`config.mk`:
```
export PLATFORM = sky130hd
export DESIGN_NAME = utf8_stream_sanitizer_flat
export DESIGN_NICKNAME = d
export VERILOG_FILES = /design/src/rtl/utf8s_pkg.sv /design/src/rtl/utf8s_req_if.sv /design/src/rtl/utf8s_rsp_if.sv /design/src/rtl/utf8s_front.sv /design/src/rtl/utf8s_queue.sv /design/src/rtl/utf8s_back.sv /design/src/rtl/utf8_stream_sanitizer.sv /design/src/flat_wrapper.sv
export SDC_FILE = /design/constraint.sdc
export NUM_CORES = 1
export LEC_CHECK = 0
export BUFFER_PORTS_ARGS = -buffer_cell sky130_fd_sc_hd__buf_2
export CORE_MARGIN = 3
export CORE_UTILIZATION = 43
export CTS_CLUSTER_SIZE = 25
export DETAILED_ROUTE_END_ITERATION = 16
export SLEW_MARGIN = 10
export SYNTH_ARGS = -nofsm -noshare
export SYNTH_HDL_FRONTEND = slang
export SYNTH_SLANG_ARGS = --single-unit
```
`constraint.sdc`:
```
create_clock -name clock -period 6.35 [get_ports clock]
set_clock_uncertainty 0.15 [all_clocks]
set_input_delay 0.3175 -clock clock [delete_from_list [all_inputs] [get_ports clock]]
set_output_delay 0.3175 -clock clock [all_outputs]
set_load 0.05 [all_outputs]
```
`src/rtl/utf8s_pkg.sv`:
```
// Types and constants shared by the UTF-8 stream sanitiser modules
package utf8s_pkg;

   localparam int JOB_SLOTS   = 6;
   localparam int CNT_W       = 3;
   localparam int QUEUE_DEPTH = 4;
   localparam int QPTR_W      = 2;

   localparam logic FUNC_DATA  = 1'b0;
   localparam logic FUNC_FLUSH = 1'b1;

   localparam logic [7:0] REP_BYTE0 = 8'hEF;
   localparam logic [7:0] REP_BYTE1 = 8'hBF;
   localparam logic [7:0] REP_BYTE2 = 8'hBD;

   localparam logic [20:0] CP_MAX  = 21'h10FFFF;
   localparam logic [20:0] SURR_LO = 21'h00D800;
   localparam logic [20:0] SURR_HI = 21'h00DFFF;
   localparam logic [20:0] MIN_2   = 21'h000080;
   localparam logic [20:0] MIN_3   = 21'h000800;
   localparam logic [20:0] MIN_4   = 21'h010000;

   // one accepted word's worth of output bytes, in order
   typedef struct packed {
      logic [JOB_SLOTS-1:0]      rep;
      logic [JOB_SLOTS-1:0][7:0] data;
      logic [CNT_W-1:0]          count;
   } job_type;

endpackage

```
`src/rtl/utf8s_req_if.sv`:
```
// Input channel of the sanitiser: raw byte or flush request
interface utf8s_req_if;
   logic       valid;
   logic       ready;
   logic       func;
   logic [7:0] data_byte;

   modport source (output valid, func, data_byte, input ready);
   modport sink   (input valid, func, data_byte, output ready);
endinterface

```
`src/rtl/utf8s_rsp_if.sv`:
```
// Output channel of the sanitiser: one byte of clean UTF-8
interface utf8s_rsp_if;
   logic       valid;
   logic       ready;
   logic [7:0] out_byte;
   logic       is_replacement;
   logic       last_of_run;

   modport source (output valid, out_byte, is_replacement, last_of_run, input ready);
   modport sink   (input valid, out_byte, is_replacement, last_of_run, output ready);
endinterface

```
`src/rtl/utf8s_front.sv`:
```
// Front end: accepts words, tracks the held sequence and builds output jobs
module utf8s_front
   import utf8s_pkg::*;
(
   input  logic         clock,
   input  logic         reset,
   utf8s_req_if.sink    req,
   input  logic         queue_full,
   output logic         push,
   output job_type      push_job
);

   typedef enum logic [1:0] {LK_ASCII, LK_LEAD, LK_BAD} lead_kind_type;

   logic [1:0]  held_count_ff, held_count_in;
   logic [2:0]  seq_len_ff, seq_len_in;
   logic [20:0] acc_ff, acc_in;
   logic [7:0]  held_ff [3];

   logic          accept;
   logic [7:0]    b;
   lead_kind_type kind;
   logic [2:0]    lead_len;
   logic [20:0]   lead_bits;
   logic [2:0]    lead_cnt;
   logic [2:0]    off;
   logic          do_lead;
   logic [20:0]   acc_cont;
   logic          complete;
   logic [20:0]   minimum;
   logic          bad_cp;
   logic          held_we;
   logic [1:0]    held_idx;
   job_type       job;

   assign req.ready = !queue_full;
   assign accept    = req.valid && !queue_full;
   assign b         = req.data_byte;
   assign acc_cont  = {acc_ff[14:0], b[5:0]};
   assign complete  = ({1'b0, held_count_ff} + 3'd1) >= seq_len_ff;

   always_comb begin
      kind      = LK_BAD;
      lead_len  = 3'd0;
      lead_bits = '0;
      lead_cnt  = 3'd3;
      if (!b[7]) begin
         kind     = LK_ASCII;
         lead_cnt = 3'd1;
      end else if (b >= 8'hC2 && b <= 8'hDF) begin
         kind      = LK_LEAD;
         lead_len  = 3'd2;
         lead_bits = {16'd0, b[4:0]};
         lead_cnt  = 3'd0;
      end else if (b >= 8'hE0 && b <= 8'hEF) begin
         kind      = LK_LEAD;
         lead_len  = 3'd3;
         lead_bits = {17'd0, b[3:0]};
         lead_cnt  = 3'd0;
      end else if (b >= 8'hF0 && b <= 8'hF4) begin
         kind      = LK_LEAD;
         lead_len  = 3'd4;
         lead_bits = {18'd0, b[2:0]};
         lead_cnt  = 3'd0;
      end
   end

   always_comb begin
      case (seq_len_ff)
         3'd2:    minimum = MIN_2;
         3'd3:    minimum = MIN_3;
         default: minimum = MIN_4;
      endcase
      bad_cp = (acc_cont < minimum) || (acc_cont > CP_MAX) ||
               (acc_cont >= SURR_LO && acc_cont <= SURR_HI);
   end

   always_comb begin
      job.rep     = '1;
      job.data[0] = REP_BYTE0;
      job.data[1] = REP_BYTE1;
      job.data[2] = REP_BYTE2;
      job.data[3] = REP_BYTE0;
      job.data[4] = REP_BYTE1;
      job.data[5] = REP_BYTE2;
      job.count   = '0;
      held_count_in = held_count_ff;
      seq_len_in    = seq_len_ff;
      acc_in        = acc_ff;
      held_we       = 1'b0;
      held_idx      = 2'd0;
      do_lead       = 1'b0;
      off           = 3'd0;

      if (accept) begin
         if (req.func == FUNC_FLUSH) begin
            if (held_count_ff != 2'd0) job.count = 3'd3;
            held_count_in = 2'd0;
            seq_len_in    = 3'd0;
            acc_in        = '0;
         end else if (held_count_ff == 2'd0) begin
            do_lead = 1'b1;
         end else if (b[7:6] == 2'b10) begin
            if (complete) begin
               held_count_in = 2'd0;
               seq_len_in    = 3'd0;
               acc_in        = '0;
               if (bad_cp) begin
                  job.count = 3'd3;
               end else begin
                  for (int k = 0; k < 3; k++) begin
                     job.rep[k]  = 1'b0;
                     job.data[k] = (k < int'(held_count_ff)) ? held_ff[k] : b;
                  end
                  job.rep[3]  = 1'b0;
                  job.data[3] = b;
                  job.count   = {1'b0, held_count_ff} + 3'd1;
               end
            end else begin
               acc_in        = acc_cont;
               held_we       = 1'b1;
               held_idx      = held_count_ff;
               held_count_in = held_count_ff + 2'd1;
            end
         end else begin
            // broken sequence: replace the prefix, then retry the byte as a lead
            do_lead = 1'b1;
            off     = 3'd3;
         end

         if (do_lead) begin
            job.count = off + lead_cnt;
            if (kind == LK_ASCII) begin
               job.rep[off]  = 1'b0;
               job.data[off] = b;
            end
            if (kind == LK_LEAD) begin
               held_count_in = 2'd1;
               seq_len_in    = lead_len;
               acc_in        = lead_bits;
               held_we       = 1'b1;
               held_idx      = 2'd0;
            end else begin
               held_count_in = 2'd0;
               seq_len_in    = 3'd0;
               acc_in        = '0;
            end
         end
      end
   end

   assign push     = accept && (job.count != 3'd0);
   assign push_job = job;

   always_ff @(posedge clock) begin
      if (reset) begin
         held_count_ff <= 2'd0;
         seq_len_ff    <= 3'd0;
         acc_ff        <= '0;
      end else begin
         held_count_ff <= held_count_in;
         seq_len_ff    <= seq_len_in;
         acc_ff        <= acc_in;
      end
   end

   always_ff @(posedge clock) begin
      if (held_we) held_ff[held_idx] <= b;
   end

endmodule

```
`src/rtl/utf8s_queue.sv`:
```
// Short job queue between the front end and the byte emitter
module utf8s_queue
   import utf8s_pkg::*;
(
   input  logic    clock,
   input  logic    reset,
   input  logic    push,
   input  job_type push_job,
   output logic    full,
   input  logic    pop,
   output logic    head_valid,
   output job_type head_job
);

   job_type             mem_ff [QUEUE_DEPTH];
   logic [QPTR_W-1:0]   wr_ptr_ff, rd_ptr_ff;
   logic [QPTR_W:0]     count_ff, count_in;

   assign full       = count_ff == (QPTR_W+1)'(QUEUE_DEPTH);
   assign head_valid = count_ff != '0;
   assign head_job   = mem_ff[rd_ptr_ff];

   always_comb begin
      count_in = count_ff;
      if (push && !pop) count_in = count_ff + 1'b1;
      if (pop && !push) count_in = count_ff - 1'b1;
   end

   always_ff @(posedge clock) begin
      if (reset) begin
         wr_ptr_ff <= '0;
         rd_ptr_ff <= '0;
         count_ff  <= '0;
      end else begin
         count_ff <= count_in;
         if (push) wr_ptr_ff <= wr_ptr_ff + 1'b1;
         if (pop)  rd_ptr_ff <= rd_ptr_ff + 1'b1;
      end
   end

   always_ff @(posedge clock) begin
      if (push) mem_ff[wr_ptr_ff] <= push_job;
   end

endmodule

```
`src/rtl/utf8s_back.sv`:
```
// Back end: walks each job one byte at a time into the output register
module utf8s_back
   import utf8s_pkg::*;
(
   input  logic       clock,
   input  logic       reset,
   input  logic       head_valid,
   input  job_type    head_job,
   output logic       pop,
   utf8s_rsp_if.source rsp
);

   logic [CNT_W-1:0] idx_ff;
   logic             valid_ff, valid_in;
   logic [7:0]       byte_ff;
   logic             rep_ff;
   logic             last_ff;
   logic             load;
   logic             at_last;

   assign load    = head_valid && (!valid_ff || rsp.ready);
   assign at_last = idx_ff == (head_job.count - 3'd1);
   assign pop     = load && at_last;

   always_comb begin
      valid_in = valid_ff;
      if (load)           valid_in = 1'b1;
      else if (rsp.ready) valid_in = 1'b0;
   end

   always_ff @(posedge clock) begin
      if (reset) begin
         valid_ff <= 1'b0;
         idx_ff   <= '0;
      end else begin
         valid_ff <= valid_in;
         if (load) idx_ff <= at_last ? '0 : idx_ff + 3'd1;
      end
   end

   always_ff @(posedge clock) begin
      if (load) begin
         byte_ff <= head_job.data[idx_ff];
         rep_ff  <= head_job.rep[idx_ff];
         last_ff <= at_last;
      end
   end

   assign rsp.valid          = valid_ff;
   assign rsp.out_byte       = byte_ff;
   assign rsp.is_replacement = rep_ff;
   assign rsp.last_of_run    = last_ff;

endmodule

```
`src/rtl/utf8_stream_sanitizer.sv`:
```
// Top level of the UTF-8 stream sanitiser
//
// req_if takes one word per cycle: a raw byte (func = 0) or a flush (func = 1).
// rsp_if gives the valid UTF-8 bytes of each word; last_of_run marks the final
// byte caused by an input word, is_replacement marks bytes of an inserted U+FFFD.
// Words that cause no output (a held lead or continuation, a flush with nothing
// held) produce nothing on rsp_if.
// With the queue and output register idle, the first byte of a word is written
// into the job queue, then loaded into the output register and shown valid.
// Throughput: one word per cycle while each word yields at most one byte; the
// emitter sends one byte per cycle while rsp_if is ready, so a word with more
// bytes (up to six) holds it longer; the four-entry job queue absorbs that.
// req_if.ready falls only when that queue is full.
// A stalled receiver holds the output register; the queue keeps filling until
// full, then the input stalls. Nothing is lost or duplicated.
// Reset clears the held sequence, the queue and the output valid.
module utf8_stream_sanitizer
   import utf8s_pkg::*;
(
   input  logic        clock,
   input  logic        reset,
   utf8s_req_if.sink   req_if,
   utf8s_rsp_if.source rsp_if
);

   logic    push, full, pop, head_valid;
   job_type push_job, head_job;

   utf8s_front u_front (
      .clock      (clock),
      .reset      (reset),
      .req        (req_if),
      .queue_full (full),
      .push       (push),
      .push_job   (push_job)
   );

   utf8s_queue u_queue (
      .clock      (clock),
      .reset      (reset),
      .push       (push),
      .push_job   (push_job),
      .full       (full),
      .pop        (pop),
      .head_valid (head_valid),
      .head_job   (head_job)
   );

   utf8s_back u_back (
      .clock      (clock),
      .reset      (reset),
      .head_valid (head_valid),
      .head_job   (head_job),
      .pop        (pop),
      .rsp        (rsp_if)
   );

endmodule

```
`src/flat_wrapper.sv`:
```
// flat-port wrapper written by rule: the top's interface ports become plain ports
module utf8_stream_sanitizer_flat import utf8s_pkg::*;
  (clock, reset, req_if_valid, req_if_func, req_if_data_byte, req_if_ready, rsp_if_valid, rsp_if_out_byte, rsp_if_is_replacement, rsp_if_last_of_run, rsp_if_ready);
  utf8s_req_if req_if_i ();
  utf8s_rsp_if rsp_if_i ();
  input  logic clock;
  input  logic reset;
  input wire logic [$bits(req_if_i.valid)-1:0] req_if_valid;
  input wire logic [$bits(req_if_i.func)-1:0] req_if_func;
  input wire logic [$bits(req_if_i.data_byte)-1:0] req_if_data_byte;
  output wire logic [$bits(req_if_i.ready)-1:0] req_if_ready;
  output wire logic [$bits(rsp_if_i.valid)-1:0] rsp_if_valid;
  output wire logic [$bits(rsp_if_i.out_byte)-1:0] rsp_if_out_byte;
  output wire logic [$bits(rsp_if_i.is_replacement)-1:0] rsp_if_is_replacement;
  output wire logic [$bits(rsp_if_i.last_of_run)-1:0] rsp_if_last_of_run;
  input wire logic [$bits(rsp_if_i.ready)-1:0] rsp_if_ready;
  assign req_if_i.valid = req_if_valid;
  assign req_if_i.func = req_if_func;
  assign req_if_i.data_byte = req_if_data_byte;
  assign req_if_ready = req_if_i.ready;
  assign rsp_if_valid = rsp_if_i.valid;
  assign rsp_if_out_byte = rsp_if_i.out_byte;
  assign rsp_if_is_replacement = rsp_if_i.is_replacement;
  assign rsp_if_last_of_run = rsp_if_i.last_of_run;
  assign rsp_if_i.ready = rsp_if_ready;
  utf8_stream_sanitizer u_core (.clock(clock), .reset(reset), .req_if(req_if_i), .rsp_if(rsp_if_i));
endmodule
```
==> results.cfg <==
[run_status]
status = finished clean

[clock_network]
cts.sinks = 219
cts_max_level = 1
clockBufferDepth = 3
cts_buffers = 23
cts-root-buf = clkbuf_16
cts_tree = done
clk_pin_slew_ns = 0.06
clkLatencyLatePin_ns = 0.49

[drt]
wirelength_mm = 18.41
first_pass_iters = 4
wire_per_inst_um = 20.32
avgViaCountPerCell = 5.481
drt_iter0_markers = 394
via_count = 4966
drc = 0
ant_nets = 0

[place]
place_ws_ns = 1.518
place_congestion = 0.8220
placed_cells = 863
place_area_mm2 = 0.009643
hpwlAfterDp_mm = 11.41
port-buffer-count = 24

[global_routing]
antenna_found_initial = 1
grt_pass1_wl_mm = 29.47
grt_max_degree = 39
grt_util_met1_pct = 21.90
grtUsageMet2_pct = 27.27
grt_usage_pct = 15.97
grt_busiest_layer = met2
grt-ovfl-total = 0
grt.met3_usage_pct = 2.016
grt_pass1_vias = 5264

[die]
pin_count = 25
die-height_um = 152.5
std_cell_rows = 52
dieArea_mm2 = 0.02327
coreArea_mm2 = 0.02069
start_util_pct = 44.63
die_w_um = 152.5

[critical_path]
cp.arrival_ns = 5.09
crit_chain = inv_1, ha_1, nor3_1, ha_1, fa_1, nor2_1, o32ai_1, a21oi_1, o21ai_0, a211oi_2, ha_1, inv_1, fa_1, xor2_1, or3_1, a21oi_1
worst-r2r-cell-count = 16
cpMaxStageDelayCell = dfxtp_1
cp_max_fo = 13
crit_path_end_kind = register
crit_type = reg2reg
cp.required_ns = 6.62
max_stage_delay_ns = 0.74
crit_family = adder cells
crit_path_start_kind = register
cp_num_cells = 16
worst_path_most_repeated_cell = ha_1
timing.critical_path.buf_inv = 2

[job]
cap_violations = 0

[logic_synthesis]
postSynthAreaPerCell_um2 = 15.76
async_flop_share_pct = 0
ys_ff_latch = 219
syn_inst = 586
synth_edf_count = 186
ys.flop_type = edfxtp_1
post_synth_instance_area_mm2 = 0.009234
seq_area_frac_synth_pct = 67.64
synth_cell_types = 54
syn-num-nets = 618
yosysWarnings = 0

[timing]
timing.final.crit_share_pct = 75.97
fin_tns_setup_ns = 0
finalCriticalPeriod_ns = 4.824
final_hold_viol_count = 0
fin_ws_ns = 1.526
rsz0062_at_grt = no
slew_viol_final = 0
hold_slack_ns = 0.02659
max_freq_mhz = 207.3
worstMarginPinSlew_ns = 0.9428
relSlewSlack_pct = 36.99
finalSetupViolCount = 0

[final_layout]
fin_nets = 651
ff_latch_area_mm2 = 0.006247
multiInputGateArea_mm2 = 0.002803
drive_gt1_share_pct = 19.21
instances_no_fill = 906
fin_area_mm2 = 0.01036
syn_to_final_growth_pct = 12.18
fillerInstances = 1751

[hold_path]
hp-class = in2reg
hold_depth = 1

[power_and_ir_drop]
power_density_mw_per_mm2 = 355.8
p_leak_nw = 3.259
irDropWorstVdd_mv = 0.1558
-- cell usage after synthesis (2+ instances only) --
cell type  count  area, um^2
a211oi_1       7       52.55
a31o_2         2       17.52
fa_1           2       40.04
mux4_2        40       900.9
a2bb2oi_1      3       26.28
buf_1          3       11.26
o21ai_0        8       40.04
a221oi_1       5       43.79
nor4_1         2       12.51
dfxtp_1       33       660.6
and2_1        10       62.56
nand2b_1       9       56.30
or3b_2         2       17.52
inv_1         14       52.55
buf_2          4       20.02
mux2i_1       26       260.3
clkbuf_1      17       63.81
nor2b_1        7       43.79
nand3b_1       2       15.01
buf_6          2       22.52
or2_2          4       25.02
xnor2_1        6       52.55
a211oi_2       2       25.02
or3_1          4       25.02
a21oi_1       22       110.1
o22a_1         4       35.03
ha_1          17       212.7
o32ai_1        2       17.52
and2b_1        5       37.54
o22ai_1        6       37.54
nand2_1       66       247.7
nor2_1        27       101.4
nor3_1        14       70.07
xor2_1         4       35.03
edfxtp_1     186        5585
-- power by group --
part	switching, mW	internal [mW]
registers	0.0634	1.70
logic	0.435	0.236
clock network	0.506	0.743
total	1.01	2.68
-- metal layers --
layer | vias up | share of wire [%]
met5 | - | 0
met4 | 0 | 2.1
met3 | 27 | 4.5
met2 | 107 | 49
met1 | 2517 | 44
li1 | 2315 | -
-- layout make-up --
cell class              instances  share of cell area (%)
inverters                      16                  0.5798
clock buffers                  28                   5.737
clock inverters                13                   1.051
repair buffers                 35                   1.981
diodes                          1                 0.02416
multi-input cells             324                   27.06
well taps                     270                   3.261
flip-flops and latches        219                   60.31
-- logic make-up after synthesis --
kind of cell,share of synthesized area [%]
compound gates,4.987
xor+xnor,0.9485
fa+ha+maj,2.737
buf+inv,2.005
flops,67.64
mux,12.86
simple gates,8.821
-- through the flow --
| stage | util (%) | power [mW] |
|---|---|---|
| after detailed placement | 46.61 | 2.482 |
| after floorplan | - | 2.291 |
| after global routing | 50.07 | 3.849 |
| after global placement | 46.61 | 2.464 |
| after CTS | 50.05 | 3.731 |
| final | 50.07 | 3.686 |
-- worst paths after layout --
path                                                 startpoint                           end  slack [ns]
worst max-delay path            u_core.u_front.held_count_ff[1]    u_core.u_queue.count_ff[2]        1.53
worst min-delay path                        req_if_data_byte[0]  u_core.u_front.held_ff[1][0]        0.03
worst max register to register  u_core.u_front.held_count_ff[1]    u_core.u_queue.count_ff[2]        1.53
worst min register to register          u_core.u_back.rsp.valid       u_core.u_back.rsp.valid        0.31
-- repair_timing --
item                                   CTS  global route
resized for setup                        0             0
buffers inserted                         0             0
hold buffers                             1             0
endpoints found under the hold margin    1             0
-- sequential cells by signal (all words and copies together), names as in the netlist, named ones only --
signal and cells:
u_core.u_front.held_ff 24, u_core.u_queue.mem_ff 152, u_core.u_front.acc_ff 15, u_core.u_queue.rd_ptr_ff 2
u_core.u_back.idx_ff 3, u_core.u_front.seq_len_ff 3, u_core.u_queue.wr_ptr_ff 2, u_core.u_back.rsp.out_byte 8
u_core.u_back.rsp.valid 1, u_core.u_queue.count_ff 3, u_core.u_back.rsp.last_of_run 1, u_core.u_back.rsp.is_replacement 1
u_core.u_front.held_count_ff 2
-- layout by cell type, fill, tap and decap left out, drive strengths merged, types with 2 or more instances in the layout --
cell and count:
o32ai 2, inv 15, a211oi 9, a221oi 5, fa 2, bufinv 2, dfxtp 33, nor2 27
clkbuf 28, nor2b 7, nand3b 2, mux2 2, o21ai 8, xnor2 6, or2 4, mux4 40
nor3b 2, nand2 66, ha 17, edfxtp 186, mux2i 26, or3 4, xor2 4, or4 2
buf 34, and2 10, and2b 5, a31o 2, o22a 4, o22ai 6, a2bb2oi 3, nor3 15
clkinv 10, nand2b 9, or3b 2, nor4 2, a21oi 22, clkinvlp 2
No activity file was read; power rests on OpenSTA's default activity.
